`src/hdl/aoc_pkg.sv`:
```
// ---------------------------------------------------------------------------
// aoc_pkg: shared types and helpers for the alpha-over composite core
// Pixel payload structs, divider pipeline word and the divide-by-255 helper.
// ---------------------------------------------------------------------------
`default_nettype none

package aoc_pkg;

  // Full-scale channel value.
  localparam logic [7:0] CHAN_MAX = 8'd255;

  // Number of color channels carried through the divider.
  localparam int NUM_CHAN = 3;

  // Pipeline depth: three front stages plus four divider stages.
  localparam int FRONT_STAGES = 3;
  localparam int DIV_STAGES   = 4;
  localparam int NUM_STAGES   = FRONT_STAGES + DIV_STAGES;

  // Input transfer: one source and one destination pixel.
  typedef struct packed {
    logic [7:0] src_red;
    logic [7:0] src_green;
    logic [7:0] src_blue;
    logic [7:0] src_alpha;
    logic [7:0] dest_red;
    logic [7:0] dest_green;
    logic [7:0] dest_blue;
    logic [7:0] dest_alpha;
  } pix_in_t;

  // Output transfer: the composited pixel.
  typedef struct packed {
    logic [7:0] out_red;
    logic [7:0] out_green;
    logic [7:0] out_blue;
    logic [7:0] out_alpha;
  } pix_out_t;

  // One channel of the long division. The partial remainder sits in rem;
  // bits holds the numerator bits still to be consumed at its top and the
  // quotient bits already produced at its bottom.
  typedef struct packed {
    logic [7:0] rem;
    logic [7:0] bits;
  } chan_div_t;

  // Word that travels down the divider pipeline.
  typedef struct packed {
    chan_div_t [NUM_CHAN-1:0] ch;
    logic [7:0]               oa;
  } div_word_t;

  // floor(x / 255) for x up to 255 * 255.
  function automatic logic [7:0] div255(input logic [15:0] x);
    logic [15:0] s;
    s = x + 16'd1 + {8'h00, x[15:8]};
    return s[15:8];
  endfunction

endpackage

`default_nettype wire

```
`src/hdl/aoc_front.sv`:
```
// ---------------------------------------------------------------------------
// aoc_front: weighting front end of the composite pipeline
// Three register stages: destination weight product, weighted destination
// alpha and output alpha, then the per-channel blend numerators.
// ---------------------------------------------------------------------------
`default_nettype none

module aoc_front
  import aoc_pkg::*;
(
  input  wire logic                    clk,
  input  wire logic [FRONT_STAGES-1:0] en,
  input  wire pix_in_t                 pix_in,
  output div_word_t                    word_out
);

  // Stage 1 registers.
  logic [15:0] prod1_r;
  logic [15:0] prod1_nxt;
  pix_in_t     pix1_r;

  // Stage 2 registers.
  logic [7:0]  part2_r;
  logic [7:0]  part2_nxt;
  logic [7:0]  oa2_r;
  logic [7:0]  oa2_nxt;
  pix_in_t     pix2_r;

  // Stage 3 register.
  div_word_t   word3_r;
  div_word_t   word3_nxt;

  logic [7:0]  src_c [NUM_CHAN];
  logic [7:0]  dst_c [NUM_CHAN];
  logic [15:0] num   [NUM_CHAN];

  // Stage 1: destination alpha times the source transparency.
  assign prod1_nxt = {8'h00, pix_in.dest_alpha} * {8'h00, CHAN_MAX - pix_in.src_alpha};

  always_ff @(posedge clk) begin
    if (en[0]) begin
      prod1_r <= prod1_nxt;
      pix1_r  <= pix_in;
    end
  end

  // Stage 2: weighted destination alpha and the output alpha.
  assign part2_nxt = div255(prod1_r);
  assign oa2_nxt   = pix1_r.src_alpha + part2_nxt;

  always_ff @(posedge clk) begin
    if (en[1]) begin
      part2_r <= part2_nxt;
      oa2_r   <= oa2_nxt;
      pix2_r  <= pix1_r;
    end
  end

  // Stage 3: blend numerators, split for the long division.
  assign src_c[0] = pix2_r.src_red;
  assign src_c[1] = pix2_r.src_green;
  assign src_c[2] = pix2_r.src_blue;
  assign dst_c[0] = pix2_r.dest_red;
  assign dst_c[1] = pix2_r.dest_green;
  assign dst_c[2] = pix2_r.dest_blue;

  always_comb begin
    for (int c = 0; c < NUM_CHAN; c++) begin
      num[c] = {8'h00, src_c[c]} * {8'h00, pix2_r.src_alpha}
             + {8'h00, dst_c[c]} * {8'h00, part2_r};
      word3_nxt.ch[c].rem  = num[c][15:8];
      word3_nxt.ch[c].bits = num[c][7:0];
    end
    word3_nxt.oa = oa2_r;
  end

  always_ff @(posedge clk) begin
    if (en[2]) begin
      word3_r <= word3_nxt;
    end
  end

  assign word_out = word3_r;

endmodule

`default_nettype wire

```
`src/hdl/aoc_div_step.sv`:
```
// ---------------------------------------------------------------------------
// aoc_div_step: one stage of the pipelined restoring divider
// Retires two quotient bits per channel and registers the result.
// ---------------------------------------------------------------------------
`default_nettype none

module aoc_div_step
  import aoc_pkg::*;
(
  input  wire logic      clk,
  input  wire logic      en,
  input  wire div_word_t word_in,
  output div_word_t      word_out
);

  div_word_t word_r;
  div_word_t word_nxt;

  // One restoring step: bring down the next numerator bit, subtract the
  // divisor when it fits, and shift the quotient bit in at the bottom.
  function automatic chan_div_t div_bit(input chan_div_t c, input logic [7:0] d);
    chan_div_t  r;
    logic [8:0] t;
    logic [8:0] diff;
    logic       ge;
    t      = {c.rem, c.bits[7]};
    diff   = t - {1'b0, d};
    ge     = (t >= {1'b0, d});
    r.rem  = ge ? diff[7:0] : t[7:0];
    r.bits = {c.bits[6:0], ge};
    return r;
  endfunction

  // Two bits per stage on every channel.
  always_comb begin
    for (int c = 0; c < NUM_CHAN; c++) begin
      word_nxt.ch[c] = div_bit(div_bit(word_in.ch[c], word_in.oa), word_in.oa);
    end
    word_nxt.oa = word_in.oa;
  end

  always_ff @(posedge clk) begin
    if (en) begin
      word_r <= word_nxt;
    end
  end

  assign word_out = word_r;

endmodule

`default_nettype wire

```
`src/hdl/rgba_alpha_over_composite_core.sv`:
```
// ---------------------------------------------------------------------------
// rgba_alpha_over_composite_core: source-over-destination RGBA8888 blender
// Composites one non-premultiplied source pixel over one destination pixel.
// ---------------------------------------------------------------------------
// Usage:
//   A pixel pair enters on in_pix when in_valid is high and in_stall is low.
//   The composited pixel leaves on out_pix when out_valid is high and
//   out_stall is low. There is no configuration.
// Pipeline: seven register stages, three front stages (weight product,
//   weighted destination alpha, blend numerators) and four divider stages
//   that each retire two quotient bits.
// Throughput: one pixel per cycle without stalls. Each stage moves forward
//   whenever it is empty or the stage after it moves, so bubbles close up
//   and the input keeps taking transfers while a result waits at the output.
// Stall: a stalled output holds its payload; the stall reaches in_stall only
//   once every stage holds a valid pixel.
// Reset: rst_n clears all valid bits; the pipeline is empty afterwards.
// A fully transparent pair (both alphas zero) gives all-zero output.
// ---------------------------------------------------------------------------
`default_nettype none

module rgba_alpha_over_composite_core
  import aoc_pkg::*;
(
  input  wire logic    clk,
  input  wire logic    rst_n,
  input  wire logic    in_valid,
  output logic         in_stall,
  input  wire pix_in_t in_pix,
  output logic         out_valid,
  input  wire logic    out_stall,
  output pix_out_t     out_pix
);

  logic [NUM_STAGES-1:0] valid_r;
  logic [NUM_STAGES-1:0] valid_nxt;
  logic [NUM_STAGES-1:0] adv;

  div_word_t             word [DIV_STAGES+1];
  logic                  alpha_zero;

  // Stage advance chain: a stage loads when it is empty or its successor
  // moves on.
  always_comb begin
    adv[NUM_STAGES-1] = !valid_r[NUM_STAGES-1] || !out_stall;
    for (int k = NUM_STAGES - 2; k >= 0; k--) begin
      adv[k] = !valid_r[k] || adv[k+1];
    end
  end

  assign in_stall = !adv[0];

  // Valid bits follow the data down the pipeline.
  always_comb begin
    for (int k = 0; k < NUM_STAGES; k++) begin
      if (adv[k]) begin
        valid_nxt[k] = (k == 0) ? in_valid : valid_r[(k == 0) ? 0 : k - 1];
      end else begin
        valid_nxt[k] = valid_r[k];
      end
    end
  end

  always_ff @(posedge clk) begin
    if (!rst_n) begin
      valid_r <= '0;
    end else begin
      valid_r <= valid_nxt;
    end
  end

  // Front end: alpha weighting and blend numerators.
  aoc_front u_front (
    .clk      (clk),
    .en       (adv[FRONT_STAGES-1:0]),
    .pix_in   (in_pix),
    .word_out (word[0])
  );

  // Divider stages.
  for (genvar s = 0; s < DIV_STAGES; s++) begin : g_div
    aoc_div_step u_step (
      .clk      (clk),
      .en       (adv[FRONT_STAGES+s]),
      .word_in  (word[s]),
      .word_out (word[s+1])
    );
  end

  // Output: a zero output alpha forces the colors to zero.
  assign alpha_zero = (word[DIV_STAGES].oa == 8'd0);

  assign out_valid         = valid_r[NUM_STAGES-1];
  assign out_pix.out_red   = alpha_zero ? 8'd0 : word[DIV_STAGES].ch[0].bits;
  assign out_pix.out_green = alpha_zero ? 8'd0 : word[DIV_STAGES].ch[1].bits;
  assign out_pix.out_blue  = alpha_zero ? 8'd0 : word[DIV_STAGES].ch[2].bits;
  assign out_pix.out_alpha = word[DIV_STAGES].oa;

  // The input stalls only when the whole pipeline is full behind a stalled
  // result.
  a_stall_full: assert property (@(posedge clk) disable iff (!rst_n)
    in_stall |-> (out_valid && out_stall && (&valid_r)))
    else $error("input stalled while the pipeline has room");

  // An empty first stage never refuses a transfer.
  a_first_open: assert property (@(posedge clk) disable iff (!rst_n)
    !valid_r[0] |-> !in_stall)
    else $error("empty first stage reports a stall");

  // Every delivered result leaves the divider with a remainder below the
  // divisor on each channel.
  a_div_rem: assert property (@(posedge clk) disable iff (!rst_n)
    (out_valid && !alpha_zero) |->
      ((word[DIV_STAGES].ch[0].rem < word[DIV_STAGES].oa) &&
       (word[DIV_STAGES].ch[1].rem < word[DIV_STAGES].oa) &&
       (word[DIV_STAGES].ch[2].rem < word[DIV_STAGES].oa)))
    else $error("divider remainder not below the output alpha");

endmodule

`default_nettype wire

```
`config.mk`:
```
export PLATFORM = sky130hd
export DESIGN_NAME = rgba_alpha_over_composite_core
export DESIGN_NICKNAME = d
export VERILOG_FILES = /design/src/hdl/aoc_pkg.sv /design/src/hdl/aoc_front.sv /design/src/hdl/aoc_div_step.sv /design/src/hdl/rgba_alpha_over_composite_core.sv
export SDC_FILE = /design/constraint.sdc
export NUM_CORES = 2
export LEC_CHECK = 0
export BUFFER_PORTS_ARGS = -buffer_cell sky130_fd_sc_hd__buf_4
export CORE_ASPECT_RATIO = 2
export CORE_UTILIZATION = 65
export DETAILED_ROUTE_END_ITERATION = 10
export PLACE_DENSITY = 0.91
export REMOVE_ABC_BUFFERS = 1
export SETUP_SLACK_MARGIN = 0.4
export SLEW_MARGIN = 5
export SYNTH_ARGS = -nofsm -noshare
export SYNTH_HDL_FRONTEND = slang
export SYNTH_SLANG_ARGS = --single-unit
```
`constraint.sdc`:
```
create_clock -name clk -period 13.9 [get_ports clk]
set_input_delay 2.085 -clock clk [delete_from_list [all_inputs] [get_ports clk]]
set_output_delay 2.085 -clock clk [all_outputs]
set_load 0.005 [all_outputs]
```
# Yosys cells after proc, flatten, opt, wreduce, memory -nomap -nowiden
# Index checks and enable logic that the tools add are counted.
[word_totals] elab_cells=156 out_inout_bits=34 register_bits=407
[classes] n_addsub=28 n_reduce_logical=17 mux=24 n_lt_le_gt_ge=24 multipliers=7
[ops] cell="$ge A9 B8 Y1" count=24
[ops] cell="$mux W8" count=24
[ops] cell="$sub A8 B8 Y8" count=21
[ops] cell="$mul A8 B8 Y16" count=7
[ops] cell="$add A16 B16 Y16" count=3
[ops] cell="$add A16 B1 Y16 const B" count=1
[ops] cell="$add A16 B8 Y16" count=1
[ops] cell="$logic_not A1 Y1" count=9
[ops] cell="$add A8 B8 Y8" count=1
[ops] cell="$logic_not A8 Y1" count=1
[ops] cell="$sub A8 B8 Y8 const A" count=1
[ops] cell="$logic_or A1 B1 Y1" count=7

# Longest topological paths before layout
[logic_depth] ltp_word=9 depth_mapped=21 mapped_depth_nobuf=20

# Cells and area by module
# From an unflattened synthesis, not the netlist that was laid out.
[hier_totals] cells_unflattened=3624 hier_area_um2=39391.5
[modules_own_cells] module="aoc_front" area_each_um2=21748.4 n_inst=1 seq_area_each_um2=6005.8 cells_each=1989
[modules_own_cells] module="aoc_div_step at g_div[0].u_step ..." area_each_um2=4235.3 n_inst=3 seq_area_each_um2=1681.6 cells_each=388
[modules_own_cells] module="aoc_div_step at g_div[2].u_step" area_each_um2=4461.8 n_inst=1 seq_area_each_um2=1681.6 cells_each=412
[modules_own_cells] module="rgba_alpha_over_composite_core" area_each_um2=475.5 n_inst=1 seq_area_each_um2=140.1 cells_each=59

# Worst setup path before layout
# Ideal clock, no wire load.
[synth_timing] kind="in2out" from="input out_stall" to="output in_stall" n_path_buf=0 required_time_ns=11.815 stages=5 slack_ns=7.366 arrival_time_ns=4.449 cell_sequence="and3_1 > and3_1 > and3_1 > nand2_1 > inv_1"
[synth_between] elab_chain_cells=9
[synth_rtl] element="start, declared" line="rgba_alpha_over_composite_core.sv:31" source="input wire logic out_stall,"
[synth_rtl] element="$logic_not A1 Y1" line="rgba_alpha_over_composite_core.sv:45" source="adv[NUM_STAGES-1] = !valid_r[NUM_STAGES-1] || !out_stall;"
[synth_rtl] element="$logic_or A1 B1 Y1" line="rgba_alpha_over_composite_core.sv:45"
[synth_rtl] element="$logic_or A1 B1 Y1 (6 in series)" line="rgba_alpha_over_composite_core.sv:47" source="adv[k] = !valid_r[k] || adv[k+1];"
[synth_rtl] element="$logic_not A1 Y1" line="rgba_alpha_over_composite_core.sv:51" source="assign in_stall = !adv[0];"
[synth_rtl] element="end, declared" line="rgba_alpha_over_composite_core.sv:28" source="output logic in_stall,"
# No other way between the ends.

==> metrics.txt <==
critical path startpoint category=flop; worst reg2reg startpoint=u_front.pix2_r[34]; Synth Area in Simple Gates=approximately an eighth; final hold violations=0; Starting Density=about two thirds; Worst R2R Setup Slack=7.27 ns; initial antenna violation count=4; CTS max path bufs=3; Critical Path Sink=u_front.word_out[55]; global-route wire length before repair=between 100,000 and 150,000 um; Mapped Cells=about 3,500; DR iter-0 viols=1,421; total track usage=slightly above 30%; fin. max-slew vios=0; CTS buffer count=38; Placed Instances=4,268; area of the multi-input gates=22,600 um2; Synth Register Bits=roughly 400; Routed WL per cell=roughly 20 um; vias per cell=5.98; sequential-to-total area share from yosys stat=32.7%; critical path fanouts, max=24; chip width=roughly 170 um; pin count of the biggest net entering global routing=~70; top-count cell post-synth=inv_1; largest family of logic cells by synthesized area=adder cells; Tightest Pin Transition=1.28 ns; # DRC=0; root buf cell=clkbuf_16; H-tree depth=2; ANT nets after route=0; worst hold stages=0; Final Non-Filler Cells=around 4,300; unique cell type count in the Yosys netlist=60; CTS tree=built; hpwl dp=~66,000 um; clk_lat worst skew=between 0.5 and 0.6 ns; yosys warns=0; # fillers=between 3,000 and 4,000; kind of critical path=reg2reg; floorplan row count=123; vias=25,900; Area contributors post-synth=edfxtp_1, fa_1, ha_1, inv_1, and2_1; min Tclk post-route=6.63 ns; status=completed; R2R depth=17; vias in the first global route=a little under 30,000; Synth Area in XOR/XNOR=3.98%; Worst Setup Slack, final=just over 7 ns; Crit Reg-Reg Endpoint=u_front.word_out[55]; top_reg_cell synth=edfxtp_1; CP Capture Type=flop; share of cells above drive strength 1=8.01%; final WL=~84,000 um; Post-CTS Hold Buffers=0; WP data required=14.22 ns; die height=340 um; core area=roughly 56,000 um2; Nets=roughly 4,400; # setup viols final=0; worst path arrival time=6.95 ns; setup TNS=0 ns; Hold Crit Class=reg2reg; Placer Congestion=0.924; count of buffers from port buffering=roughly 100; clock-pin slew on the worst setup and hold paths=0.07 ns; Ports=102; Post-CTS Resized=0; Synth Area per Inst=10.8 um2; RSZ-0062 raised after global routing=no; Synth Cell Area=~37,000 um2; Synth Area in Adders=between 30 and 40%; grt total ovfl=0; Post-CTS Setup Inserts=0; Worst slew margin=roughly 14%; Post-synth ARST share=0%; Max Clock Skew=between 0.02 and 0.025 ns; Area Overhead vs Synth=7.68%; Post-synth EDFFs=400; Tcrit/Tclk final=between 40% and 50%; mux cell area share after synthesis=between 3 and 4%; origin of the worst setup path=u_front.pix2_r[34]; Seq. cell area=roughly 12,000 um2; dpl ws=7.14 ns; die area=58,200 um2; Max Freq=151 MHz; number of max-cap violations=0; complex-gate fraction of the synthesized area=under 10%; Clock Sink Count=between 400 and 500; most frequent cells after synthesis=inv_1, ha_1, edfxtp_1, fa_1, and2_1; length of the first detailed-routing pass in iterations=6; largest area contributor in the netlist=edfxtp_1; Yosys top cell area share=between 30% and 40%
[routing by layer]
metal / track usage (%) / part of all wire [%]
met1: 25.9 / 30
met2: 56.9 / 54
met3: 5.06 / 4.8
met4: 30.2 / 11
met5: 0 / 0.027
[sequential cells by signal, indices dropped and copies added (netlist names), 8 cells and up]
name	flops
g_div.u_step.word_out	200
u_front.pix1_r	56
u_front.word_out	56
u_front.pix2_r	32
u_front.dst_c	24
u_front.prod1_r	16
u_front.oa2_r	8
u_front.part2_r	8
[area by class of cell]
type	count	area share (%)
multi-input cells	2411	56.5
flip-flops and latches	407	30.3
inverters	583	5.46
clock buffers	44	2.48
well taps	750	2.34
repair buffers	117	2.19
clock inverters	22	0.644
diodes	1	0.00625
[per-stage QoR]
step	hold WS (ns)	area (um2)	utilization, %
4_1_cts	0.406	40000	71.1
3_5_place_dp	0.405	38800	68.9
6_report	0.406	40000	71.1
3_3_place_gp	0.401	38800	68.9
5_1_grt	0.417	40000	71.1
2_1_floorplan	0.400	36900	-
[how the worst min path moves through the flow]
stage | start | endpoint | slack (ns)
floorplan | u_front.word_out[8] | g_div[0].u_step.word_out[10] | 0.40
global placement | u_front.pix1_r[23] | u_front.dst_c[15] | 0.40
detailed placement | u_front.word_out[44] | g_div[0].u_step.word_out[46] | 0.40
CTS | u_front.pix1_r[51] | u_front.pix2_r[51] | 0.41
global route | u_front.pix1_r[51] | u_front.pix2_r[51] | 0.42
finish | u_front.pix1_r[51] | u_front.pix2_r[51] | 0.41
[worst max-delay path, stage by stage (launching register included)]
cell and delay [ns]:
edfxtp_1 1.12, nand2_1 0.20, fa_1 0.57, inv_1 0.06
fa_1 0.54, inv_1 0.06, fa_1 0.48, fa_1 0.56
fa_1 0.44, fa_1 0.50, inv_1 0.05, ha_1 0.36
nand3_1 0.10, o21ai_0 0.38, o21ai_0 0.27, o31ai_1 0.41
o41ai_1 0.13, xnor2_1 0.13
[kinds of logic after synthesis]
group,Yosys count
and+or+nand+nor,887
adders and majority gates,777
buffers and inverters,640
xor gates and xnor gates,169
DFF,407
muxes,114
AOI/OAI and AO/OA,464
[placed cells by master (no fill, tap or decap), types with 8 or more instances in the layout]
| master | instances |
|---|---|
| clkbuf_16 | 39 |
| nor2_1 | 128 |
| o31a_1 | 11 |
| o211ai_1 | 10 |
| o21bai_1 | 15 |
| o31ai_1 | 12 |
| nand2_1 | 249 |
| and2_1 | 266 |
| xnor2_1 | 134 |
| o21ai_0 | 116 |
| a21oi_1 | 127 |
| mux2_2 | 91 |
| and3_1 | 10 |
| nor2b_1 | 76 |
| nand2b_1 | 60 |
| ha_1 | 431 |
| inv_1 | 580 |
| edfxtp_1 | 400 |
| nor3_1 | 23 |
| a21o_1 | 33 |
| o21a_1 | 48 |
| fa_1 | 346 |
| a211oi_1 | 18 |
| a21boi_0 | 8 |
| a31oi_1 | 11 |
| nand4_1 | 25 |
| buf_4 | 117 |
| xor2_1 | 35 |
| mux2i_1 | 23 |
| nand3_1 | 22 |
Power is not shown: default switching activity piles up to over one toggle a cycle in this logic, so the estimate is an artifact.
